[src/design/mhpq_pkg.sv]
// Package for the max-heap priority queue: sizes, command and status codes.
// No dependencies; mhpq_if and max_heap_priority_queue import it.
`timescale 1ns / 1ps
`default_nettype none

package mhpq_pkg;

  localparam int CAPACITY = 64;
  localparam int IDX_W    = $clog2(CAPACITY);
  localparam int DATA_W   = 32;
  localparam int STATUS_W = 2;
  localparam int TOTAL_W  = 6;

  localparam logic CMD_INSERT = 1'b0;
  localparam logic CMD_REMOVE = 1'b1;

  localparam logic [STATUS_W-1:0] STATUS_OK       = 2'd0;
  localparam logic [STATUS_W-1:0] STATUS_OVERFLOW = 2'd1;
  localparam logic [STATUS_W-1:0] STATUS_EMPTY    = 2'd2;

  localparam logic [IDX_W-1:0] COUNT_FULL = IDX_W'(CAPACITY - 1);
  localparam logic [IDX_W-1:0] ROOT_SLOT  = IDX_W'(1);

endpackage

`default_nettype wire

[src/design/mhpq_if.sv]
// Request and response channel interfaces of the max-heap priority queue.
// Depends on mhpq_pkg for field widths.
`timescale 1ns / 1ps
`default_nettype none

interface mhpq_req_if
  import mhpq_pkg::*;
();
  logic                     valid;
  logic                     ready;
  logic                     command;
  logic signed [DATA_W-1:0] value;

  modport source (output valid, command, value, input ready);
  modport sink   (input valid, command, value, output ready);
endinterface

interface mhpq_rsp_if
  import mhpq_pkg::*;
();
  logic                     valid;
  logic                     ready;
  logic [STATUS_W-1:0]      status;
  logic signed [DATA_W-1:0] removed_value;
  logic [TOTAL_W-1:0]       entry_total;

  modport source (output valid, status, removed_value, entry_total, input ready);
  modport sink   (input valid, status, removed_value, entry_total, output ready);
endinterface

`default_nettype wire

[src/design/mhpq_ram.sv]
// Single-port-write, single-port-read synchronous RAM, registered read data.
// Generic; sized by its parameters.
`timescale 1ns / 1ps
`default_nettype none

module mhpq_ram #(
  parameter int DEPTH = 64,
  parameter int WIDTH = 32
) (
  input  wire logic                     clk,
  input  wire logic                     we,
  input  wire logic [$clog2(DEPTH)-1:0] waddr,
  input  wire logic [WIDTH-1:0]         wdata,
  input  wire logic [$clog2(DEPTH)-1:0] raddr,
  output logic      [WIDTH-1:0]         rdata
);

  logic [WIDTH-1:0] mem [DEPTH];

  always_ff @(posedge clk) begin
    if (we) begin
      mem[waddr] <= wdata;
    end
    rdata <= mem[raddr];
  end

endmodule

`default_nettype wire

[src/design/max_heap_priority_queue.sv]
// Max-heap priority queue of signed 32-bit values: sequencer over one heap RAM.
// Depends on mhpq_pkg, mhpq_req_if / mhpq_rsp_if and mhpq_ram.
//
//  - req channel: command (insert / remove max) and value. A request is taken
//    when req.valid and req.ready are both high at a rising edge of clk.
//  - rsp channel: status, removed_value, entry_total; one response per request,
//    in order, held in an output register until rsp.ready.
//  - One request is in work at a time; req.ready is high only while idle, and
//    the next request is taken while the previous response still waits.
//  - Steps: overflow / empty go straight to S_FINISH; insert climbs through
//    S_UP_RD / S_UP_CMP once per level, stopping at the root or at a parent
//    that is not smaller; remove reads the root and the last slot, then either
//    finishes, if that empties the heap, or sifts down through S_DN_RD_L /
//    S_DN_RD_R / S_DN_CMP to a leaf or until the compare stops it.
//  - The moving entry is held in a register ("hole" sift); each level reads the
//    neighbor (both children on the way down) and writes back one word.
//  - Reset (rst, synchronous): count cleared, no response pending; RAM is not
//    cleared, only data read from slots 1..count is used.
//  - A stalled rsp channel holds the finished response in S_FINISH until the
//    output register frees; req.ready stays low meanwhile.
`timescale 1ns / 1ps
`default_nettype none

module max_heap_priority_queue
  import mhpq_pkg::*;
(
  input wire logic   clk,
  input wire logic   rst,
  mhpq_req_if.sink   req,
  mhpq_rsp_if.source rsp
);

  typedef enum logic [3:0] {
    S_IDLE,
    S_RM_ROOT,
    S_RM_LAST,
    S_UP_RD,
    S_UP_CMP,
    S_DN_RD_L,
    S_DN_RD_R,
    S_DN_CMP,
    S_FINISH
  } state_t;

  state_t                   state;
  logic [IDX_W-1:0]         count;
  logic [IDX_W-1:0]         pos;
  logic signed [DATA_W-1:0] cur;       // entry being sifted
  logic signed [DATA_W-1:0] left_val;
  logic [STATUS_W-1:0]      res_status;
  logic signed [DATA_W-1:0] res_removed;

  // RAM ports
  logic              ram_we;
  logic [IDX_W-1:0]  ram_waddr;
  logic [DATA_W-1:0] ram_wdata;
  logic [IDX_W-1:0]  ram_raddr;
  logic [DATA_W-1:0] ram_rdata;

  mhpq_ram #(
    .DEPTH(CAPACITY),
    .WIDTH(DATA_W)
  ) u_heap_ram (
    .clk  (clk),
    .we   (ram_we),
    .waddr(ram_waddr),
    .wdata(ram_wdata),
    .raddr(ram_raddr),
    .rdata(ram_rdata)
  );

  // child indexes, one bit wider so 2*pos never wraps
  logic [IDX_W:0]           left_idx;
  logic [IDX_W:0]           right_idx;
  logic                     left_ok;
  logic                     right_ok;
  logic signed [DATA_W-1:0] rd_val;
  logic signed [DATA_W-1:0] best_val;
  logic [IDX_W:0]           best_idx;
  logic                     best_is_cur;
  logic                     out_free;
  logic                     parent_less;

  assign left_idx  = {pos, 1'b0};
  assign right_idx = left_idx + 1'b1;
  assign left_ok   = (left_idx <= {1'b0, count});
  assign right_ok  = (right_idx <= {1'b0, count});
  assign rd_val    = $signed(ram_rdata);
  assign out_free  = !rsp.valid || rsp.ready;
  assign parent_less = (rd_val < cur);

  // larger-child pick; left wins ties, cur wins unless strictly smaller
  always_comb begin
    best_val    = cur;
    best_idx    = {1'b0, pos};
    best_is_cur = 1'b1;
    if (left_val > best_val) begin
      best_val    = left_val;
      best_idx    = left_idx;
      best_is_cur = 1'b0;
    end
    if (right_ok && (rd_val > best_val)) begin
      best_val    = rd_val;
      best_idx    = right_idx;
      best_is_cur = 1'b0;
    end
  end

  // RAM access per state
  always_comb begin
    ram_we    = 1'b0;
    ram_waddr = pos;
    ram_wdata = cur;
    ram_raddr = ROOT_SLOT;
    unique case (state)
      S_IDLE:    ram_raddr = ROOT_SLOT;
      S_RM_ROOT: ram_raddr = count;
      S_UP_RD: begin
        ram_raddr = pos >> 1;
        ram_we    = (pos == ROOT_SLOT);
      end
      S_UP_CMP: begin
        ram_we    = 1'b1;
        ram_wdata = parent_less ? ram_rdata : cur;
      end
      S_DN_RD_L: begin
        ram_raddr = left_idx[IDX_W-1:0];
        ram_we    = !left_ok;
      end
      S_DN_RD_R: ram_raddr = right_idx[IDX_W-1:0];
      S_DN_CMP: begin
        ram_we    = 1'b1;
        ram_wdata = best_val;
      end
      S_RM_LAST, S_FINISH: ram_raddr = ROOT_SLOT;
      default:   ram_raddr = ROOT_SLOT;
    endcase
  end

  assign req.ready = (state == S_IDLE);

  always_ff @(posedge clk) begin
    if (rst) begin
      state     <= S_IDLE;
      count     <= '0;
      rsp.valid <= 1'b0;
    end else begin
      if (rsp.valid && rsp.ready) begin
        rsp.valid <= 1'b0;
      end
      unique case (state)
        S_IDLE: begin
          if (req.valid) begin
            res_status  <= STATUS_OK;
            res_removed <= '0;
            cur         <= req.value;
            if (req.command == CMD_INSERT) begin
              if (count >= COUNT_FULL) begin
                res_status <= STATUS_OVERFLOW;
                state      <= S_FINISH;
              end else begin
                count <= count + 1'b1;
                pos   <= count + 1'b1;
                state <= S_UP_RD;
              end
            end else begin
              if (count == '0) begin
                res_status <= STATUS_EMPTY;
                state      <= S_FINISH;
              end else begin
                state <= S_RM_ROOT;
              end
            end
          end
        end
        S_RM_ROOT: begin
          res_removed <= rd_val;
          state       <= S_RM_LAST;
        end
        S_RM_LAST: begin
          cur   <= rd_val;
          pos   <= ROOT_SLOT;
          count <= count - 1'b1;
          state <= (count == ROOT_SLOT) ? S_FINISH : S_DN_RD_L;
        end
        S_UP_RD: begin
          state <= (pos == ROOT_SLOT) ? S_FINISH : S_UP_CMP;
        end
        S_UP_CMP: begin
          if (parent_less) begin
            pos   <= pos >> 1;
            state <= S_UP_RD;
          end else begin
            state <= S_FINISH;
          end
        end
        S_DN_RD_L: begin
          state <= left_ok ? S_DN_RD_R : S_FINISH;
        end
        S_DN_RD_R: begin
          left_val <= rd_val;
          state    <= S_DN_CMP;
        end
        S_DN_CMP: begin
          if (best_is_cur) begin
            state <= S_FINISH;
          end else begin
            pos   <= best_idx[IDX_W-1:0];
            state <= S_DN_RD_L;
          end
        end
        S_FINISH: begin
          if (out_free) begin
            rsp.valid         <= 1'b1;
            rsp.status        <= res_status;
            rsp.removed_value <= res_removed;
            rsp.entry_total   <= TOTAL_W'(count);
            state             <= S_IDLE;
          end
        end
        default: state <= S_IDLE;
      endcase
    end
  end

endmodule

`default_nettype wire
[src/flat_wrapper.sv]
// flat-port wrapper written by rule: the top's interface ports become plain ports
module max_heap_priority_queue_flat import mhpq_pkg::*;
  (clk, rst, req_valid, req_command, req_value, req_ready, rsp_valid, rsp_status, rsp_removed_value, rsp_entry_total, rsp_ready);
  mhpq_req_if req_i ();
  mhpq_rsp_if rsp_i ();
  input wire logic clk;
  input wire logic rst;
  input wire logic [$bits(req_i.valid)-1:0] req_valid;
  input wire logic [$bits(req_i.command)-1:0] req_command;
  input wire logic [$bits(req_i.value)-1:0] req_value;
  output wire logic [$bits(req_i.ready)-1:0] req_ready;
  output wire logic [$bits(rsp_i.valid)-1:0] rsp_valid;
  output wire logic [$bits(rsp_i.status)-1:0] rsp_status;
  output wire logic [$bits(rsp_i.removed_value)-1:0] rsp_removed_value;
  output wire logic [$bits(rsp_i.entry_total)-1:0] rsp_entry_total;
  input wire logic [$bits(rsp_i.ready)-1:0] rsp_ready;
  assign req_i.valid = req_valid;
  assign req_i.command = req_command;
  assign req_i.value = req_value;
  assign req_ready = req_i.ready;
  assign rsp_valid = rsp_i.valid;
  assign rsp_status = rsp_i.status;
  assign rsp_removed_value = rsp_i.removed_value;
  assign rsp_entry_total = rsp_i.entry_total;
  assign rsp_i.ready = rsp_ready;
  max_heap_priority_queue u_core (.clk(clk), .rst(rst), .req(req_i), .rsp(rsp_i));
endmodule
[config.mk]
export PLATFORM = sky130hd
export DESIGN_NAME = max_heap_priority_queue_flat
export DESIGN_NICKNAME = d
export VERILOG_FILES = /design/src/design/mhpq_pkg.sv /design/src/design/mhpq_if.sv /design/src/design/mhpq_ram.sv /design/src/design/max_heap_priority_queue.sv /design/src/flat_wrapper.sv
export SDC_FILE = /design/constraint.sdc
export NUM_CORES = 2
export LEC_CHECK = 0
export BUFFER_PORTS_ARGS = -buffer_cell sky130_fd_sc_hd__buf_4
export CELL_PAD_IN_SITES_DETAIL_PLACEMENT = 1
export CELL_PAD_IN_SITES_GLOBAL_PLACEMENT = 1
export CORE_MARGIN = 3
export CORE_UTILIZATION = 30
export CTS_BUF_LIST = sky130_fd_sc_hd__clkbuf_16
export DETAILED_ROUTE_END_ITERATION = 8
export GPL_TIMING_DRIVEN = 0
export PLACE_DENSITY_LB_ADDON = 0.1
export SKIP_CTS_REPAIR_TIMING = 1
export SLEW_MARGIN = 25
export SYNTH_ARGS = -nofsm -noshare
export SYNTH_HDL_FRONTEND = slang
export SYNTH_SLANG_ARGS = --single-unit
[constraint.sdc]
create_clock -name clk -period 16.82 [get_ports clk]
set_input_delay 0 -clock clk [delete_from_list [all_inputs] [get_ports clk]]
set_output_delay 0 -clock clk [all_outputs]
set_load 0.02 [all_outputs]
==> results.txt <==
* Unrepaired setup endpoints after global routing: no
- The hold violation count in the final report is 1.
* Post-route worst hold slack: -0.0150 ns
- Minimum setup slack among reg-to-reg paths: 8.86 ns
- The worst register-to-register path begins at u_core.cur[21].
- Die area: 308000 um2
- Worst setup path category: flop to flop
- Counting instances, the worst hold path has a depth of 4.
- In the synthesized netlist the dominant register cell turns out to be sky130_fd_sc_hd__edfxtp_1.
- Synthesis inferred ~2200 register bits.
- Clock tree from TritonCTS: yes
- Summed over all layers, the routed wires come to 351 mm.
- Post-detailed-route DRC marker count: 0
* Router iterations before antenna repair: 6
- After clock tree synthesis, the clock-pin slew on the worst setup and hold paths is 0.05 ns.
- Counting every instance in the synthesized netlist gives just under 7000.
- For the worst flop-to-flop path, the logic depth is 21.
* Pwr dens: around 160 nW/um2
* Worst EP required: 17.48 ns
* Maxcap violations: 0
- Adding up every negative setup slack in the final design gives 0 ns.
* Via count of the routed design: 60465
- Peak clock frequency supported by timing: ~130 MHz
- Worst-skew pair later-pin latency: between 0.8 and 0.9 ns
* Maximum number of pins on one net before global-route repair: 53
- Worst-case vdd ir drop: 0.0000834 V
* Slew Viols, Final: 0
* Inserted Clock Buffers: roughly 270
- Initial antenna violation count: 33
- Data on the critical path arrives at its endpoint at 8.62 ns.
- Worst Min Path Start: req_value[20]
* H-tree levels: 5
- Setup violations remaining at the end of the flow were counted as 0.
* Overall power consumption: between 15 and 20 mW
- Worst setup slack before clock tree synthesis: a little under 9 ns
- Largest fanout on the critical path: 38
- A synthesized cell averages around 13 um2.
- After layout, the worst setup slack is around 9 ns.
- Number of buffers on the longest clock path: 4
* Weighted congestion reported at the end of routability-driven placement: 0.834
- The first global-routing pass estimated 486 mm of wire.
* Fraction of layout cells with a size suffix above 1: 0.105
* Nets in the synthesized netlist: about 7000
- Post-synth EDFFs: 2192
* Fill cell total of the finished layout: 31230
- Category of the worst setup path launch point: flop
- During synthesis, Yosys emitted a total of 0 warnings.
- Synth unique cells: 60
- Via density per instance: 5.19
- I/O Pins: just under 80
- The die is 555 um wide.
- Seq/Total Area, Yosys: 0.738
- Global routing finished with a remaining overflow of 0.
- Clock skew on the completed layout was measured at 0.0378 ns.
- Area Overhead vs Synth: 20.3%
- For this design the static power due to leakage is 37.6 nW.
* Placeable core region: 298000 um2
- Reg area: 66700 um2
- Clk root buf: sky130_fd_sc_hd__clkbuf_16
- The final reports fail on negative hold slack.
* Crit. End Element: flop
* Num Clock Sinks: between 2000 and 2500
- Counting I/O delays and the setup requirement, the final critical path takes ~8 ns.
- Measured against its own limit, the worst slew margin works out to 0.184.
* Remaining antenna violation count: 0
* Status: finished, violations left
- Starting density of the core: 0.303
- Quantity of I/O buffers inserted on ports: 78
* Height of the die: 555 um
- The library cell used most frequently in the layout, excluding fill and tap cells, is sky130_fd_sc_hd__edfxtp_1.
* Half-perimeter wire length after placement: 251 mm
- Worst slew pin tran: 1.22 ns
* Commonest cells after routing, fill and taps aside: 2192 x sky130_fd_sc_hd__edfxtp_1, 2066 x sky130_fd_sc_hd__nand2_1, 720 x sky130_fd_sc_hd__nand3_1
- Async set or reset register ratio after synthesis: 0
- Worst min-delay path class: primary input to flop
- Overall fraction of global-route tracks in use: 0.223
- Syn Std Cell Area: 90300 um2
* Hold-critical path endpoint: u_core.cur[20]
- Dividing the final minimum period by the clock period gives 0.473.
* Number of standard-cell rows in the floorplan: 200
- Area used by multi-input combinational logic: 22500 um2
- The number of global-route vias before repair came to 61509.
- Initial DRC count: 5668
- In the final routed layout, each cell accounts on average for 30.1 um.
- The worst register-to-register path ends at u_core.u_heap_ram.mem[1][5].
- After the last flow step, the layout net total stands at 7652.
==> cells in the mapped netlist (57+ instances only) <==
master | count | area (um2)
sky130_fd_sc_hd__a211oi_1 | 57 | 428
sky130_fd_sc_hd__a221o_1 | 67 | 671
sky130_fd_sc_hd__a31oi_1 | 259 | 1620
sky130_fd_sc_hd__a32o_1 | 64 | 641
sky130_fd_sc_hd__a32oi_1 | 64 | 561
sky130_fd_sc_hd__and3_1 | 259 | 1620
sky130_fd_sc_hd__buf_2 | 59 | 295
sky130_fd_sc_hd__clkbuf_1 | 349 | 1310
sky130_fd_sc_hd__edfxtp_1 | 2192 | 65800
sky130_fd_sc_hd__ha_1 | 104 | 1300
sky130_fd_sc_hd__nand2_1 | 2066 | 7750
sky130_fd_sc_hd__nand3_1 | 720 | 3600
sky130_fd_sc_hd__nor2_1 | 135 | 507
==> cell type report <==
cell class / instances / share of cell area
Tap cell: 3939 / 0.0454
Buffer: 466 / 0.0173
Sequential cell: 2235 / 0.614
Clock inverter: 184 / 0.00986
Inverter: 44 / 0.00152
Multi-Input combinational cell: 4196 / 0.207
Timing Repair Buffer: 301 / 0.0414
Clock buffer: 275 / 0.0633
Antenna cell: 11 / 0.000253
==> worst max-delay path, stage by stage (launching register included) <==
cell	delay, ns
sky130_fd_sc_hd__edfxtp_1	0.47
sky130_fd_sc_hd__inv_1	0.12
sky130_fd_sc_hd__ha_1	0.25
sky130_fd_sc_hd__a21oi_1	0.15
sky130_fd_sc_hd__o21ai_0	0.14
sky130_fd_sc_hd__a221o_1	0.34
sky130_fd_sc_hd__a211oi_1	0.33
sky130_fd_sc_hd__o22ai_1	0.15
sky130_fd_sc_hd__a21oi_1	0.71
sky130_fd_sc_hd__buf_2	0.50
sky130_fd_sc_hd__mux2i_1	0.17
sky130_fd_sc_hd__ha_1	0.44
sky130_fd_sc_hd__nand4_1	0.28
sky130_fd_sc_hd__nor4_1	0.65
sky130_fd_sc_hd__o41ai_1	0.22
sky130_fd_sc_hd__nor2b_1	0.19
sky130_fd_sc_hd__xor2_1	0.13
sky130_fd_sc_hd__and3_1	0.32
sky130_fd_sc_hd__a21o_1	0.37
sky130_fd_sc_hd__clkbuf_1	0.65
sky130_fd_sc_hd__a221o_4	0.77
sky130_fd_sc_hd__buf_12	0.29
==> per-layer routing <==
metal  track usage  vias to the layer above  share of wire
met1         0.313                    31605           0.45
li1              -                    26943              -
met5             0                        -              0
met2         0.362                     1508           0.47
met3        0.0239                      409          0.047
met4        0.0698                        0          0.033
==> flip-flops by register name, indices dropped and copies added (netlist names) <==
register,cells
u_core.pos,6
u_core.u_heap_ram.rdata,32
u_core.count,6
u_core.rsp.valid,1
u_core.rsp.removed_value,32
u_core.res_status,2
u_core.u_heap_ram.mem,2048
u_core.left_val,32
u_core.cur,32
u_core.rsp.entry_total,6
u_core.res_removed,32
u_core.state,4
u_core.rsp.status,2
==> cells by family after synthesis <==
family,count (synthesis),synth area share
XOR/XNOR,11,0.00107
AO/OA/AOI/OAI,734,0.0615
multiplexers,32,0.00355
flip-flops,2235,0.738
buffers and inverters,510,0.0223
adder cells (fa/ha/maj),104,0.0144
AND/OR/NAND/NOR,3315,0.159
==> worst max-delay path by stage <==
stage	slack, ns	depth (start not counted)	end	from
finish	8.86	21	u_core.u_heap_ram.mem[1][5]	u_core.cur[21]
global route	8.35	21	u_core.u_heap_ram.mem[1][5]	u_core.cur[23]
CTS	8.74	21	u_core.u_heap_ram.mem[0][19]	u_core.cur[21]
detailed placement	8.84	21	u_core.u_heap_ram.mem[2][19]	u_core.cur[21]
global placement	6.27	20	u_core.u_heap_ram.mem[14][16]	u_core.cur[21]
floorplan	10.62	13	u_core.u_heap_ram.mem[32][0]	u_core.count[2]
==> metrics by stage <==
| stage | utilization | area, um2 | hold slack (ns) | std cells |
|---|---|---|---|---|
| after floorplan | - | 90300 | 0.162 | 6941 |
| after detailed placement | 0.335 | 100000 | 0.280 | 11116 |
| after global placement | 0.321 | 95800 | 0.274 | 10958 |
| after global routing | 0.364 | 109000 | 0.00335 | 11642 |
| final | 0.364 | 109000 | -0.0150 | 11651 |
| after CTS | 0.362 | 108000 | -0.689 | 11575 |
==> power breakdown <==
| part | internal, mW | switching [mW] | total, mW |
|---|---|---|---|
| Combinational | 1.25 | 3.93 | 5.18 |
| Sequential | 6.77 | 0.162 | 6.93 |
| Clock | 3.05 | 2.34 | 5.39 |
Note: power is estimated with default switching activity, not from simulation.
